### config.mk
export PLATFORM = sky130hd
export DESIGN_NAME = sha256_byte_stream_hasher_flat
export DESIGN_NICKNAME = d
export VERILOG_FILES = /design/src/rtl/core/shabs_pkg.sv /design/src/rtl/core/shabs_if.sv /design/src/rtl/core/shabs_ctrl.sv /design/src/rtl/core/shabs_datapath.sv /design/src/rtl/core/sha256_byte_stream_hasher.sv /design/src/flat_wrapper.sv
export VERILOG_INCLUDE_DIRS = /design/src /design/src/rtl/core
export SDC_FILE = /design/constraint.sdc
export NUM_CORES = 2
export LEC_CHECK = 0
export ABC_AREA = 1
export ABC_CLOCK_PERIOD_IN_PS = 22800
export BUFFER_PORTS_ARGS = -buffer_cell sky130_fd_sc_hd__buf_2
export CAP_MARGIN = 0
export CORE_ASPECT_RATIO = 1.75
export CORE_MARGIN = 2
export CORE_UTILIZATION = 42
export CTS_CLUSTER_DIAMETER = 40
export DETAILED_ROUTE_END_ITERATION = 7
export PLACE_DENSITY = 0.6
export SLEW_MARGIN = 5
export SYNTH_ARGS = -nofsm -noshare
export SYNTH_HDL_FRONTEND = slang
export SYNTH_HIERARCHICAL = 1
export SYNTH_SLANG_ARGS = --single-unit
### constraint.sdc
create_clock -name clk_i -period 22.8 [get_ports clk_i]
set_input_delay 1.14 -clock clk_i [delete_from_list [all_inputs] [get_ports clk_i]]
set_output_delay 1.14 -clock clk_i [all_outputs]
set_load 0.05 [all_outputs]
### src/rtl/core/assert_macros.svh
// ----------------------------------------------------------------------------
// Assertion macros
// Shared concurrent assertion forms, clocked on clk_i and held off in reset.
// ----------------------------------------------------------------------------
`ifndef ASSERT_MACROS_SVH
`define ASSERT_MACROS_SVH

// A condition that must hold at every clock edge.
`define ASSERT_ALWAYS(label, cond, msg) \
  label: assert property (@(posedge clk_i) disable iff (!rst_ni) (cond)) else $error(msg);

// A condition that must hold in the same cycle as a trigger.
`define ASSERT_IMPLIES(label, ante, cons, msg) \
  label: assert property (@(posedge clk_i) disable iff (!rst_ni) (ante) |-> (cons)) \
    else $error(msg);

// A condition that must hold in the cycle after a trigger.
`define ASSERT_NEXT(label, ante, cons, msg) \
  label: assert property (@(posedge clk_i) disable iff (!rst_ni) (ante) |=> (cons)) \
    else $error(msg);

`endif

### src/rtl/core/shabs_pkg.sv
// ----------------------------------------------------------------------------
// SHA-256 byte stream hasher package
// Types, constants and round functions shared by the controller and datapath.
// ----------------------------------------------------------------------------
package shabs_pkg;

  // Padding marker byte that follows the last message byte.
  localparam logic [7:0] PadMark = 8'h80;

  // Width of the message byte counter; the bit count is this plus three bits.
  localparam int unsigned LenW = 61;

  // Block position where the length field starts.
  localparam logic [5:0] LenPos = 6'd56;

  // Initial hash value, word 0 (H0) in the lowest slot.
  localparam logic [7:0][31:0] InitHash = {
    32'h5be0cd19, 32'h1f83d9ab, 32'h9b05688c, 32'h510e527f,
    32'ha54ff53a, 32'h3c6ef372, 32'hbb67ae85, 32'h6a09e667
  };

  // Source of the byte written into the block buffer.
  typedef enum logic [1:0] {
    BYTE_IN,
    BYTE_MARK,
    BYTE_ZERO,
    BYTE_LEN
  } byte_sel_e;

  // Commands from the controller to the datapath.
  typedef struct packed {
    logic      load;    // write one byte into the block buffer
    byte_sel_e sel;     // which byte to write
    logic      count;   // count one message byte
    logic      start;   // copy the chain value into the working variables
    logic      round;   // run one compression round
    logic [5:0] rnd;    // round number
    logic      finish;  // add the working variables into the chain value
    logic      emit;    // hand the digest to the output stage and clear
  } cmd_t;

  // Status from the datapath to the controller.
  typedef struct packed {
    logic [5:0] byte_cnt;  // bytes held in the current block
    logic       out_busy;  // digest words still waiting to be taken
  } status_t;

  // Round constants.
  function automatic logic [31:0] round_k(input logic [5:0] idx);
    logic [31:0] k;
    case (idx)
      6'd0:  k = 32'h428a2f98;  6'd1:  k = 32'h71374491;
      6'd2:  k = 32'hb5c0fbcf;  6'd3:  k = 32'he9b5dba5;
      6'd4:  k = 32'h3956c25b;  6'd5:  k = 32'h59f111f1;
      6'd6:  k = 32'h923f82a4;  6'd7:  k = 32'hab1c5ed5;
      6'd8:  k = 32'hd807aa98;  6'd9:  k = 32'h12835b01;
      6'd10: k = 32'h243185be;  6'd11: k = 32'h550c7dc3;
      6'd12: k = 32'h72be5d74;  6'd13: k = 32'h80deb1fe;
      6'd14: k = 32'h9bdc06a7;  6'd15: k = 32'hc19bf174;
      6'd16: k = 32'he49b69c1;  6'd17: k = 32'hefbe4786;
      6'd18: k = 32'h0fc19dc6;  6'd19: k = 32'h240ca1cc;
      6'd20: k = 32'h2de92c6f;  6'd21: k = 32'h4a7484aa;
      6'd22: k = 32'h5cb0a9dc;  6'd23: k = 32'h76f988da;
      6'd24: k = 32'h983e5152;  6'd25: k = 32'ha831c66d;
      6'd26: k = 32'hb00327c8;  6'd27: k = 32'hbf597fc7;
      6'd28: k = 32'hc6e00bf3;  6'd29: k = 32'hd5a79147;
      6'd30: k = 32'h06ca6351;  6'd31: k = 32'h14292967;
      6'd32: k = 32'h27b70a85;  6'd33: k = 32'h2e1b2138;
      6'd34: k = 32'h4d2c6dfc;  6'd35: k = 32'h53380d13;
      6'd36: k = 32'h650a7354;  6'd37: k = 32'h766a0abb;
      6'd38: k = 32'h81c2c92e;  6'd39: k = 32'h92722c85;
      6'd40: k = 32'ha2bfe8a1;  6'd41: k = 32'ha81a664b;
      6'd42: k = 32'hc24b8b70;  6'd43: k = 32'hc76c51a3;
      6'd44: k = 32'hd192e819;  6'd45: k = 32'hd6990624;
      6'd46: k = 32'hf40e3585;  6'd47: k = 32'h106aa070;
      6'd48: k = 32'h19a4c116;  6'd49: k = 32'h1e376c08;
      6'd50: k = 32'h2748774c;  6'd51: k = 32'h34b0bcb5;
      6'd52: k = 32'h391c0cb3;  6'd53: k = 32'h4ed8aa4a;
      6'd54: k = 32'h5b9cca4f;  6'd55: k = 32'h682e6ff3;
      6'd56: k = 32'h748f82ee;  6'd57: k = 32'h78a5636f;
      6'd58: k = 32'h84c87814;  6'd59: k = 32'h8cc70208;
      6'd60: k = 32'h90befffa;  6'd61: k = 32'ha4506ceb;
      6'd62: k = 32'hbef9a3f7;  6'd63: k = 32'hc67178f2;
      default: k = 32'h0;
    endcase
    return k;
  endfunction

  // Compression sigma on the first working variable.
  function automatic logic [31:0] big_sigma0(input logic [31:0] x);
    return {x[1:0], x[31:2]} ^ {x[12:0], x[31:13]} ^ {x[21:0], x[31:22]};
  endfunction

  // Compression sigma on the fifth working variable.
  function automatic logic [31:0] big_sigma1(input logic [31:0] x);
    return {x[5:0], x[31:6]} ^ {x[10:0], x[31:11]} ^ {x[24:0], x[31:25]};
  endfunction

  // Message schedule sigma on the word fifteen rounds back.
  function automatic logic [31:0] small_sigma0(input logic [31:0] x);
    return {x[6:0], x[31:7]} ^ {x[17:0], x[31:18]} ^ {3'b000, x[31:3]};
  endfunction

  // Message schedule sigma on the word two rounds back.
  function automatic logic [31:0] small_sigma1(input logic [31:0] x);
    return {x[16:0], x[31:17]} ^ {x[18:0], x[31:19]} ^ {10'b0, x[31:10]};
  endfunction

endpackage

### src/rtl/core/shabs_if.sv
// ----------------------------------------------------------------------------
// SHA-256 byte stream hasher channels
// Valid/ready channels for message byte requests and digest word requests.
// ----------------------------------------------------------------------------

// Message byte channel.
interface shabs_byte_if;
  logic       valid;
  logic       ready;
  logic [7:0] data_byte;
  logic       has_byte;
  logic       last;

  modport source (output valid, output data_byte, output has_byte, output last,
                  input ready);
  modport sink   (input valid, input data_byte, input has_byte, input last,
                  output ready);
endinterface

// Digest word channel.
interface shabs_digest_if;
  logic        valid;
  logic        ready;
  logic [31:0] digest_word;
  logic [2:0]  word_index;
  logic        last_word;

  modport source (output valid, output digest_word, output word_index, output last_word,
                  input ready);
  modport sink   (input valid, input digest_word, input word_index, input last_word,
                  output ready);
endinterface

### src/rtl/core/shabs_ctrl.sv
// ----------------------------------------------------------------------------
// SHA-256 byte stream hasher controller
// Sequences byte intake, padding, the 64 compression rounds and digest hand-off.
// ----------------------------------------------------------------------------
`include "assert_macros.svh"

module shabs_ctrl (
  input  logic              clk_i,
  input  logic              rst_ni,
  input  logic              in_valid_i,
  input  logic              in_has_byte_i,
  input  logic              in_last_i,
  output logic              in_ready_o,
  input  shabs_pkg::status_t status_i,
  output shabs_pkg::cmd_t   cmd_o
);

  typedef enum logic [2:0] {
    S_IDLE,
    S_PAD,
    S_ROUND,
    S_FINISH,
    S_DIGEST
  } state_e;

  state_e     state_q, state_d;
  logic [5:0] rnd_q, rnd_d;
  logic       fin_q, fin_d;    // message end seen, padding pending or running
  logic       mark_q, mark_d;  // padding marker byte written
  logic       len_q, len_d;    // length field started
  logic       block_full;

  // The byte written this cycle completes the block.
  assign block_full = (status_i.byte_cnt == 6'd63);
  assign in_ready_o = (state_q == S_IDLE);

  // Next state and commands.
  always_comb begin
    state_d    = state_q;
    rnd_d      = rnd_q;
    fin_d      = fin_q;
    mark_d     = mark_q;
    len_d      = len_q;
    cmd_o      = '0;
    cmd_o.sel  = shabs_pkg::BYTE_IN;
    cmd_o.rnd  = rnd_q;
    case (state_q)
      S_IDLE: begin
        if (in_valid_i) begin
          if (in_has_byte_i) begin
            cmd_o.load  = 1'b1;
            cmd_o.count = 1'b1;
            if (block_full) begin
              cmd_o.start = 1'b1;
              state_d     = S_ROUND;
            end
          end
          if (in_last_i) begin
            fin_d = 1'b1;
            if (!(in_has_byte_i && block_full)) begin
              state_d = S_PAD;
            end
          end
        end
      end
      S_PAD: begin
        // Marker first, then zeros up to the length field, then the length.
        cmd_o.load = 1'b1;
        if (!mark_q) begin
          cmd_o.sel = shabs_pkg::BYTE_MARK;
          mark_d    = 1'b1;
        end else if (!len_q && (status_i.byte_cnt != shabs_pkg::LenPos)) begin
          cmd_o.sel = shabs_pkg::BYTE_ZERO;
        end else begin
          cmd_o.sel = shabs_pkg::BYTE_LEN;
          len_d     = 1'b1;
        end
        if (block_full) begin
          cmd_o.start = 1'b1;
          state_d     = S_ROUND;
        end
      end
      S_ROUND: begin
        cmd_o.round = 1'b1;
        rnd_d       = rnd_q + 6'd1;
        if (rnd_q == 6'd63) begin
          state_d = S_FINISH;
        end
      end
      S_FINISH: begin
        cmd_o.finish = 1'b1;
        if (!fin_q) begin
          state_d = S_IDLE;
        end else if (len_q) begin
          state_d = S_DIGEST;
        end else begin
          state_d = S_PAD;
        end
      end
      S_DIGEST: begin
        // Wait until the previous digest has drained from the output stage.
        if (!status_i.out_busy) begin
          cmd_o.emit = 1'b1;
          fin_d      = 1'b0;
          mark_d     = 1'b0;
          len_d      = 1'b0;
          state_d    = S_IDLE;
        end
      end
      default: begin
        state_d = S_IDLE;
      end
    endcase
  end

  // State and control registers.
  always_ff @(posedge clk_i or negedge rst_ni) begin
    if (!rst_ni) begin
      state_q <= S_IDLE;
      rnd_q   <= 6'd0;
      fin_q   <= 1'b0;
      mark_q  <= 1'b0;
      len_q   <= 1'b0;
    end else begin
      state_q <= state_d;
      rnd_q   <= rnd_d;
      fin_q   <= fin_d;
      mark_q  <= mark_d;
      len_q   <= len_d;
    end
  end

  `ASSERT_IMPLIES(a_rnd_only_in_round, state_q != S_ROUND, rnd_q == 6'd0, "round count off")
  `ASSERT_IMPLIES(a_len_after_mark, len_q, mark_q && fin_q, "length field before marker")
  `ASSERT_NEXT(a_round_then_finish, rnd_q == 6'd63, state_q == S_FINISH, "no finish step")

endmodule

### src/rtl/core/shabs_datapath.sv
// ----------------------------------------------------------------------------
// SHA-256 byte stream hasher datapath
// Block buffer as a 16-word schedule shift line, round unit, chain value,
// message length counter and the digest output stage.
// ----------------------------------------------------------------------------
`include "assert_macros.svh"

module shabs_datapath (
  input  logic               clk_i,
  input  logic               rst_ni,
  input  shabs_pkg::cmd_t    cmd_i,
  output shabs_pkg::status_t status_o,
  input  logic [7:0]         data_byte_i,
  output logic               out_valid_o,
  input  logic               out_ready_i,
  output logic [31:0]        digest_word_o,
  output logic [2:0]         word_index_o,
  output logic               last_word_o
);

  logic [15:0][31:0]              win_q, win_d;
  logic [23:0]                    acc_q, acc_d;
  logic [5:0]                     cnt_q, cnt_d;
  logic [shabs_pkg::LenW-1:0]     len_q, len_d;
  logic [7:0][31:0]               chain_q, chain_d;
  logic [7:0][31:0]               work_q, work_d;
  logic [7:0][31:0]               outw_q, outw_d;
  logic                           ov_q, ov_d;
  logic [2:0]                     idx_q, idx_d;
  logic [shabs_pkg::LenW+2:0]     bit_len;
  logic [5:0]                     len_shift;
  logic [7:0]                     len_byte;
  logic [7:0]                     byte_val;
  logic [31:0]                    ch, maj, t1, t2, new_w;

  // Length field byte: big-endian byte of the bit count at this block position.
  assign bit_len   = {len_q, 3'b000};
  assign len_shift = {~cnt_q[2:0], 3'b000};
  assign len_byte  = 8'(bit_len >> len_shift);

  // Byte written into the block buffer.
  always_comb begin
    case (cmd_i.sel)
      shabs_pkg::BYTE_IN:   byte_val = data_byte_i;
      shabs_pkg::BYTE_MARK: byte_val = shabs_pkg::PadMark;
      shabs_pkg::BYTE_ZERO: byte_val = 8'h00;
      shabs_pkg::BYTE_LEN:  byte_val = len_byte;
      default:              byte_val = 8'h00;
    endcase
  end

  // One compression round and the schedule word sixteen rounds ahead.
  assign ch    = (work_q[4] & work_q[5]) ^ (~work_q[4] & work_q[6]);
  assign maj   = (work_q[0] & work_q[1]) ^ (work_q[0] & work_q[2]) ^ (work_q[1] & work_q[2]);
  assign t1    = work_q[7] + shabs_pkg::big_sigma1(work_q[4]) + ch
                 + shabs_pkg::round_k(cmd_i.rnd) + win_q[0];
  assign t2    = shabs_pkg::big_sigma0(work_q[0]) + maj;
  assign new_w = shabs_pkg::small_sigma1(win_q[14]) + win_q[9]
                 + shabs_pkg::small_sigma0(win_q[1]) + win_q[0];

  // Next values.
  always_comb begin
    win_d   = win_q;
    acc_d   = acc_q;
    cnt_d   = cnt_q;
    len_d   = len_q;
    chain_d = chain_q;
    work_d  = work_q;
    outw_d  = outw_q;
    ov_d    = ov_q;
    idx_d   = idx_q;

    // Pack bytes big-endian; each fourth byte shifts a whole word into the window.
    if (cmd_i.load) begin
      acc_d = {acc_q[15:0], byte_val};
      cnt_d = cnt_q + 6'd1;
      if (cnt_q[1:0] == 2'b11) begin
        win_d = {{acc_q, byte_val}, win_q[15:1]};
      end
    end

    if (cmd_i.count) begin
      len_d = len_q + shabs_pkg::LenW'(1);
    end

    if (cmd_i.start) begin
      work_d = chain_q;
    end

    if (cmd_i.round) begin
      work_d = {work_q[6], work_q[5], work_q[4], work_q[3] + t1,
                work_q[2], work_q[1], work_q[0], t1 + t2};
      win_d  = {new_w, win_q[15:1]};
    end

    if (cmd_i.finish) begin
      for (int i = 0; i < 8; i++) begin
        chain_d[i] = chain_q[i] + work_q[i];
      end
    end

    // Drain digest words, H0 first.
    if (ov_q && out_ready_i) begin
      outw_d = {32'h0, outw_q[7:1]};
      idx_d  = idx_q + 3'd1;
      if (idx_q == 3'd7) begin
        ov_d = 1'b0;
      end
    end

    // Hand the digest over and start a new message.
    if (cmd_i.emit) begin
      outw_d  = chain_q;
      ov_d    = 1'b1;
      idx_d   = 3'd0;
      chain_d = shabs_pkg::InitHash;
      len_d   = '0;
    end
  end

  // Control and chain state.
  always_ff @(posedge clk_i or negedge rst_ni) begin
    if (!rst_ni) begin
      cnt_q   <= 6'd0;
      len_q   <= '0;
      chain_q <= shabs_pkg::InitHash;
      ov_q    <= 1'b0;
      idx_q   <= 3'd0;
    end else begin
      cnt_q   <= cnt_d;
      len_q   <= len_d;
      chain_q <= chain_d;
      ov_q    <= ov_d;
      idx_q   <= idx_d;
    end
  end

  // Payload registers.
  always_ff @(posedge clk_i) begin
    win_q  <= win_d;
    acc_q  <= acc_d;
    work_q <= work_d;
    outw_q <= outw_d;
  end

  assign status_o.byte_cnt = cnt_q;
  assign status_o.out_busy = ov_q;
  assign out_valid_o       = ov_q;
  assign digest_word_o     = outw_q[0];
  assign word_index_o      = idx_q;
  assign last_word_o       = (idx_q == 3'd7);

  `ASSERT_IMPLIES(a_emit_when_free, cmd_i.emit, !ov_q, "digest emitted over a pending one")
  `ASSERT_ALWAYS(a_load_xor_round, !(cmd_i.load && cmd_i.round), "byte load during a round")

endmodule

### src/rtl/core/sha256_byte_stream_hasher.sv
// A byte request is taken while the hasher is idle; a request that fills a block
// then holds off input while the single round unit runs the 64 rounds and the
// chain value is updated, so no new byte is taken during a block's compression.
// A last request adds the padding bytes (9 to 72), the rounds of each padded
// block and the hand-off; eight digest words then leave one per cycle while ready.
// Reset is asynchronous: the chain value returns to the initial hash value.
// ----------------------------------------------------------------------------
// SHA-256 byte stream hasher
// Hashes a byte stream and returns the eight digest words of each message.
// ----------------------------------------------------------------------------
module sha256_byte_stream_hasher (
  input logic                  clk_i,
  input logic                  rst_ni,
  shabs_byte_if.sink           byte_i,
  shabs_digest_if.source       digest_o
);

  shabs_pkg::cmd_t    cmd;
  shabs_pkg::status_t status;

  // Sequencer for intake, padding and rounds.
  shabs_ctrl u_ctrl (
    .clk_i         (clk_i),
    .rst_ni        (rst_ni),
    .in_valid_i    (byte_i.valid),
    .in_has_byte_i (byte_i.has_byte),
    .in_last_i     (byte_i.last),
    .in_ready_o    (byte_i.ready),
    .status_i      (status),
    .cmd_o         (cmd)
  );

  // Block buffer, round unit and output stage.
  shabs_datapath u_datapath (
    .clk_i         (clk_i),
    .rst_ni        (rst_ni),
    .cmd_i         (cmd),
    .status_o      (status),
    .data_byte_i   (byte_i.data_byte),
    .out_valid_o   (digest_o.valid),
    .out_ready_i   (digest_o.ready),
    .digest_word_o (digest_o.digest_word),
    .word_index_o  (digest_o.word_index),
    .last_word_o   (digest_o.last_word)
  );

endmodule
### src/flat_wrapper.sv
// flat-port wrapper written by rule: the top's interface ports become plain ports
module sha256_byte_stream_hasher_flat 
  (clk_i, rst_ni, byte_i_valid, byte_i_data_byte, byte_i_has_byte, byte_i_last, byte_i_ready, digest_o_valid, digest_o_digest_word, digest_o_word_index, digest_o_last_word, digest_o_ready);
  shabs_byte_if byte_i_i ();
  shabs_digest_if digest_o_i ();
  input logic clk_i;
  input logic rst_ni;
  input wire logic [$bits(byte_i_i.valid)-1:0] byte_i_valid;
  input wire logic [$bits(byte_i_i.data_byte)-1:0] byte_i_data_byte;
  input wire logic [$bits(byte_i_i.has_byte)-1:0] byte_i_has_byte;
  input wire logic [$bits(byte_i_i.last)-1:0] byte_i_last;
  output wire logic [$bits(byte_i_i.ready)-1:0] byte_i_ready;
  output wire logic [$bits(digest_o_i.valid)-1:0] digest_o_valid;
  output wire logic [$bits(digest_o_i.digest_word)-1:0] digest_o_digest_word;
  output wire logic [$bits(digest_o_i.word_index)-1:0] digest_o_word_index;
  output wire logic [$bits(digest_o_i.last_word)-1:0] digest_o_last_word;
  input wire logic [$bits(digest_o_i.ready)-1:0] digest_o_ready;
  assign byte_i_i.valid = byte_i_valid;
  assign byte_i_i.data_byte = byte_i_data_byte;
  assign byte_i_i.has_byte = byte_i_has_byte;
  assign byte_i_i.last = byte_i_last;
  assign byte_i_ready = byte_i_i.ready;
  assign digest_o_valid = digest_o_i.valid;
  assign digest_o_digest_word = digest_o_i.digest_word;
  assign digest_o_word_index = digest_o_i.word_index;
  assign digest_o_last_word = digest_o_i.last_word;
  assign digest_o_i.ready = digest_o_ready;
  sha256_byte_stream_hasher u_core (.clk_i(clk_i), .rst_ni(rst_ni), .byte_i(byte_i_i), .digest_o(digest_o_i));
endmodule
==> out/results.md <==
| Metric | Reported |
|---|---|
| Status | finished, final reports clean |
| Vias post-DR | 70300 |
| Least-Margin Pin Slew | 1440 ps |
| I/O Buffers | 51 |
| Effective utilization at floorplan | 42.1% |
| Worst slew margin | 3.57% |
| Resized cells post-CTS | 0 |
| Number of setup buffers added after CTS | 0 |
| Static Leak | 41.0 nW |
| FP Rows | 218 |
| Signed area change from the synthesized netlist to the final layout | 10.4% |
| Most frequent cells in the layout | sky130_fd_sc_hd__nand2_1 (2417), sky130_fd_sc_hd__inv_1 (1132), sky130_fd_sc_hd__edfxtp_1 (1048) |
| Type of element launching the critical path | register |
| Die X-Extent | 343 um |
| Clock Latency Late Sink | 890 ps |
| Commonest register cell after synthesis | sky130_fd_sc_hd__edfxtp_1 |
| Final setup fails | 0 |
| Achievable frequency | 115 MHz |
| Sum of overflow across all layers after global routing | 0 |
| R2R Path End | u_core/u_datapath/work_q[23] |
| Clock buffer count from CTS | 175 |
| Number of global-route vias before repair | 70800 |
| First drt pass iteration count | 8 |
| Post-Syn Nets | 10200 |
| Synthesis-stage register bit count | 1387 |
| Clock tree from TritonCTS | built |
| Reg2Reg Depth | 32 |
| Final critical-path required period | 8720 ps |
| Max Transition Viols Final | 0 |
| Count of boundary I/O pins | 52 |
| Category of the worst setup path capture point | register |
| Synth Cell Area | 84600 um^2 |
| Critical path data required time | 23290 ps |
| Global placer's final weighted congestion | 1.09 |
| Hold buffers post-CTS | 0 |
| Deepest clock path buffer count | 4 |
| Root buffer cell | sky130_fd_sc_hd__clkbuf_16 |
| Reg power frac | 48.6% |
| DP HPWL | 300000 um |
| Overall die area | 205000 um^2 |
| Power per standard cell area | 62.9 nW/um^2 |
| Largest net degree at the start of global routing | 168 |
| Crit Reg-Reg Startpoint | u_core/u_ctrl/rnd_q[0] |
| Max-Cap Viols | 0 |
| Initial antenna violation count | 17 |
| Worst-case clock skew | 129 ps |
| DRC Markers | 0 |
| Critical path start-end classification | register to register |
| Max incr delay on CP | 770 ps |
| Final-layout fill cell count | 19500 |
| Cell with the biggest individual delay on the critical path | sky130_fd_sc_hd__xor2_1 |
| Relative contribution of the clock network to total power | 47.3% |
| Placeable core region | 201000 um^2 |
| Portion of the post-synthesis area used by sequential elements | 47.4% |
| Hold Violations, Final | 0 |
| Number of flops mapped to enable cells by yosys | 1048 |
| Syn Area/Cell | 8.85 um^2 |
| Crit-path max FO | 14 |
| Post-Route WL | 383000 um |
| Final cycle utilization of the critical path | 38.2% |
| NetSw | 1.44 mW |
| Wire length of the first global-routing pass | 531000 um |
| Final-layout setup total negative slack | 0 ps |
| Sinks on the clock net | 1387 |
| Clock-pin slew on the worst setup and hold paths | 60 ps |
| Switching part of the total power | 24.4% |
| Count of unique library cells instantiated by Yosys | 71 |
| CTS H-Tree Depth | 4 |
| Total Routing Usage GR | 37.0% |
| Post-detailed-route count of antenna-violating nets | 0 |
| Vertical die dimension | 598 um |
| RSZ-0062 raised after global routing | false |
| Final cell utilization of the core | 46.5% |
| Number of nets in the layout | 10200 |
| Share of synthesized flip-flops with an asynchronous set or reset | 24.4% |
| Fraction of final layout cells sized beyond drive strength 1 | 6.90% |
| DRT iter0 DRCs | 5886 |
| Warning count from the yosys run | 6 |
| Worst path most repeated cell | sky130_fd_sc_hd__inv_1 |
| Critical path data arrival time | 9200 ps |
| Worst min-delay path class | input pin to async pin |
| Vias per cell | 5.69 |
| Leading cell type in the layout, fill and taps excluded | sky130_fd_sc_hd__nand2_1 |
| Internal cell power | 4.44 mW |
| Routed wire length per instance | 31.0 um |
| Gate Count Post-Synth | 9565 |
| Setup slack on the worst flop-to-flop path | 14080 ps |
| Worst ir drop on vdd | 0.0000624 V |
| Part of the power in combinational logic | 4.1% |
| Worst-case hold slack | 307 ps |
worst max-delay path, delay by kind of cell (launching register included):
family / cells / cell delay [ps]
xor+xnor: 1 / 770
buf+inv: 7 / 1030
compound gates: 8 / 2140
fa+ha+maj: 5 / 1990
flops: 1 / 740
simple gates: 11 / 1680
power groups by stage:
stage	clock network (mW)	logic, mW	registers [mW]
floorplan	0	0.123	2.91
global placement	0	0.238	2.91
detailed placement	0	0.240	2.91
CTS	2.83	0.240	2.86
global route	2.92	0.254	2.86
finish	2.78	0.241	2.86
per-layer routing:
metal / wire length, um / share of wire [%] / up-vias / track usage [%]
li1: - / - / 32100 / -
met2: 189000 / 49 / 2850 / 64.2
met1: 124000 / 32 / 34100 / 35.9
met4: 51500 / 13 / 2 / 39.9
met3: 18400 / 4.8 / 1274 / 5.25
met5: 11 / 0.0029 / - / 0
synthesized netlist by cell type (9+ instances only):
master	count	area [um^2]
sky130_fd_sc_hd__or2_2	27	169
sky130_fd_sc_hd__o21ai_0	806	4030
sky130_fd_sc_hd__xnor2_1	222	1940
sky130_fd_sc_hd__edfxtp_1	1048	31500
sky130_fd_sc_hd__nand3b_1	19	143
sky130_fd_sc_hd__ha_1	395	4940
sky130_fd_sc_hd__dfstp_2	136	3570
sky130_fd_sc_hd__dfrtp_1	203	5080
sky130_fd_sc_hd__o21a_1	23	173
sky130_fd_sc_hd__a211oi_1	14	105
sky130_fd_sc_hd__buf_1	23	86.3
sky130_fd_sc_hd__buf_2	10	50.1
sky130_fd_sc_hd__o21ai_1	41	205
sky130_fd_sc_hd__o221ai_1	13	114
sky130_fd_sc_hd__inv_2	9	33.8
sky130_fd_sc_hd__clkbuf_1	270	1010
sky130_fd_sc_hd__inv_1	1133	4250
sky130_fd_sc_hd__nor4_1	29	181
sky130_fd_sc_hd__o211ai_1	41	308
sky130_fd_sc_hd__o21bai_1	58	435
sky130_fd_sc_hd__fa_1	195	3900
sky130_fd_sc_hd__a21o_1	43	323
sky130_fd_sc_hd__or2_1	12	75.1
sky130_fd_sc_hd__o31ai_1	10	75.1
sky130_fd_sc_hd__o221a_2	13	146
sky130_fd_sc_hd__a21boi_0	31	233
sky130_fd_sc_hd__a21oi_1	703	3520
sky130_fd_sc_hd__xor2_1	213	1870
sky130_fd_sc_hd__nor3_1	137	686
sky130_fd_sc_hd__buf_4	33	248
sky130_fd_sc_hd__nor2_1	582	2180
sky130_fd_sc_hd__nand4_1	101	632
sky130_fd_sc_hd__nand2_1	2419	9080
sky130_fd_sc_hd__o22ai_1	70	438
sky130_fd_sc_hd__a31oi_1	40	250
sky130_fd_sc_hd__nand3_1	329	1650
final cells by class:
class | instances | area (um^2) | share of cell area, %
inverters | 1146 | 4330 | 4.64
repair buffers | 145 | 1030 | 1.11
clock inverters | 111 | 1080 | 1.15
multi-input cells | 6695 | 38900 | 41.6
well taps | 2640 | 3300 | 3.53
clock buffers | 203 | 4650 | 4.97
flip-flops and latches | 1387 | 40100 | 42.9
diodes | 21 | 52.6 | 0.0562
registers in the layout, indices dropped and copies added (netlist names):
name and cells:
u_core/u_datapath/word_index_o 3, u_core/u_datapath/cnt_q 6, u_core/u_datapath/len_q 61, u_core/u_datapath/out_valid_o 1
u_core/u_ctrl/rnd_q 6, u_core/u_datapath/outw_q 224, u_core/u_datapath/work_q 256, u_core/u_datapath/digest_word_o 32
u_core/u_ctrl/len_q 1, u_core/u_datapath/acc_q 24, u_core/u_datapath/win_q 512, u_core/u_ctrl/mark_q 1
u_core/u_ctrl/fin_q 1, u_core/u_datapath/chain_q 256, u_core/u_ctrl/state_q 3
through the flow:
stage / setup WS (ps) / power (mW) / instances / area (um^2)
4_1_cts: 14260 / 5.93 / 12300 / 93400
2_1_floorplan: 8860 / 3.04 / 9565 / 84600
6_report: 14080 / 5.88 / 12300 / 93500
3_3_place_gp: 14040 / 3.14 / 12000 / 87600
3_5_place_dp: 14280 / 3.15 / 12000 / 87700
5_1_grt: 13610 / 6.03 / 12300 / 93400
how the worst max path moves through the flow:
stage / from / end / slack (ps) / cells past startpoint
3_5_place_dp: u_core/u_ctrl/rnd_q[0] / u_core/u_datapath/work_q[28] / 14280 / 31
3_3_place_gp: u_core/u_ctrl/rnd_q[0] / u_core/u_datapath/work_q[28] / 14040 / 31
2_1_floorplan: byte_i_has_byte / u_core/u_datapath/win_q[0] / 8860 / 4
5_1_grt: u_core/u_ctrl/rnd_q[0] / u_core/u_datapath/work_q[23] / 13610 / 33
6_report: u_core/u_ctrl/rnd_q[0] / u_core/u_datapath/work_q[23] / 14080 / 32
4_1_cts: u_core/u_ctrl/rnd_q[0] / u_core/u_datapath/work_q[28] / 14260 / 31
cells by family (layout without fill, tap and decap cells):
| group | after synthesis | count (layout) | synth area share, % |
|---|---|---|---|
| other | 0 | 21 | 0 |
| xor gates and xnor gates | 435 | 435 | 4.50 |
| DFF | 1387 | 1387 | 47.4 |
| and+or+nand+nor | 3699 | 3699 | 18.0 |
| buffers and inverters | 1483 | 1605 | 6.74 |
| adders and majority gates | 593 | 593 | 10.5 |
| muxes | 9 | 9 | 0.109 |
| AOI/OAI and AO/OA | 1959 | 1959 | 12.8 |
No activity file was read; power rests on OpenSTA's default activity.
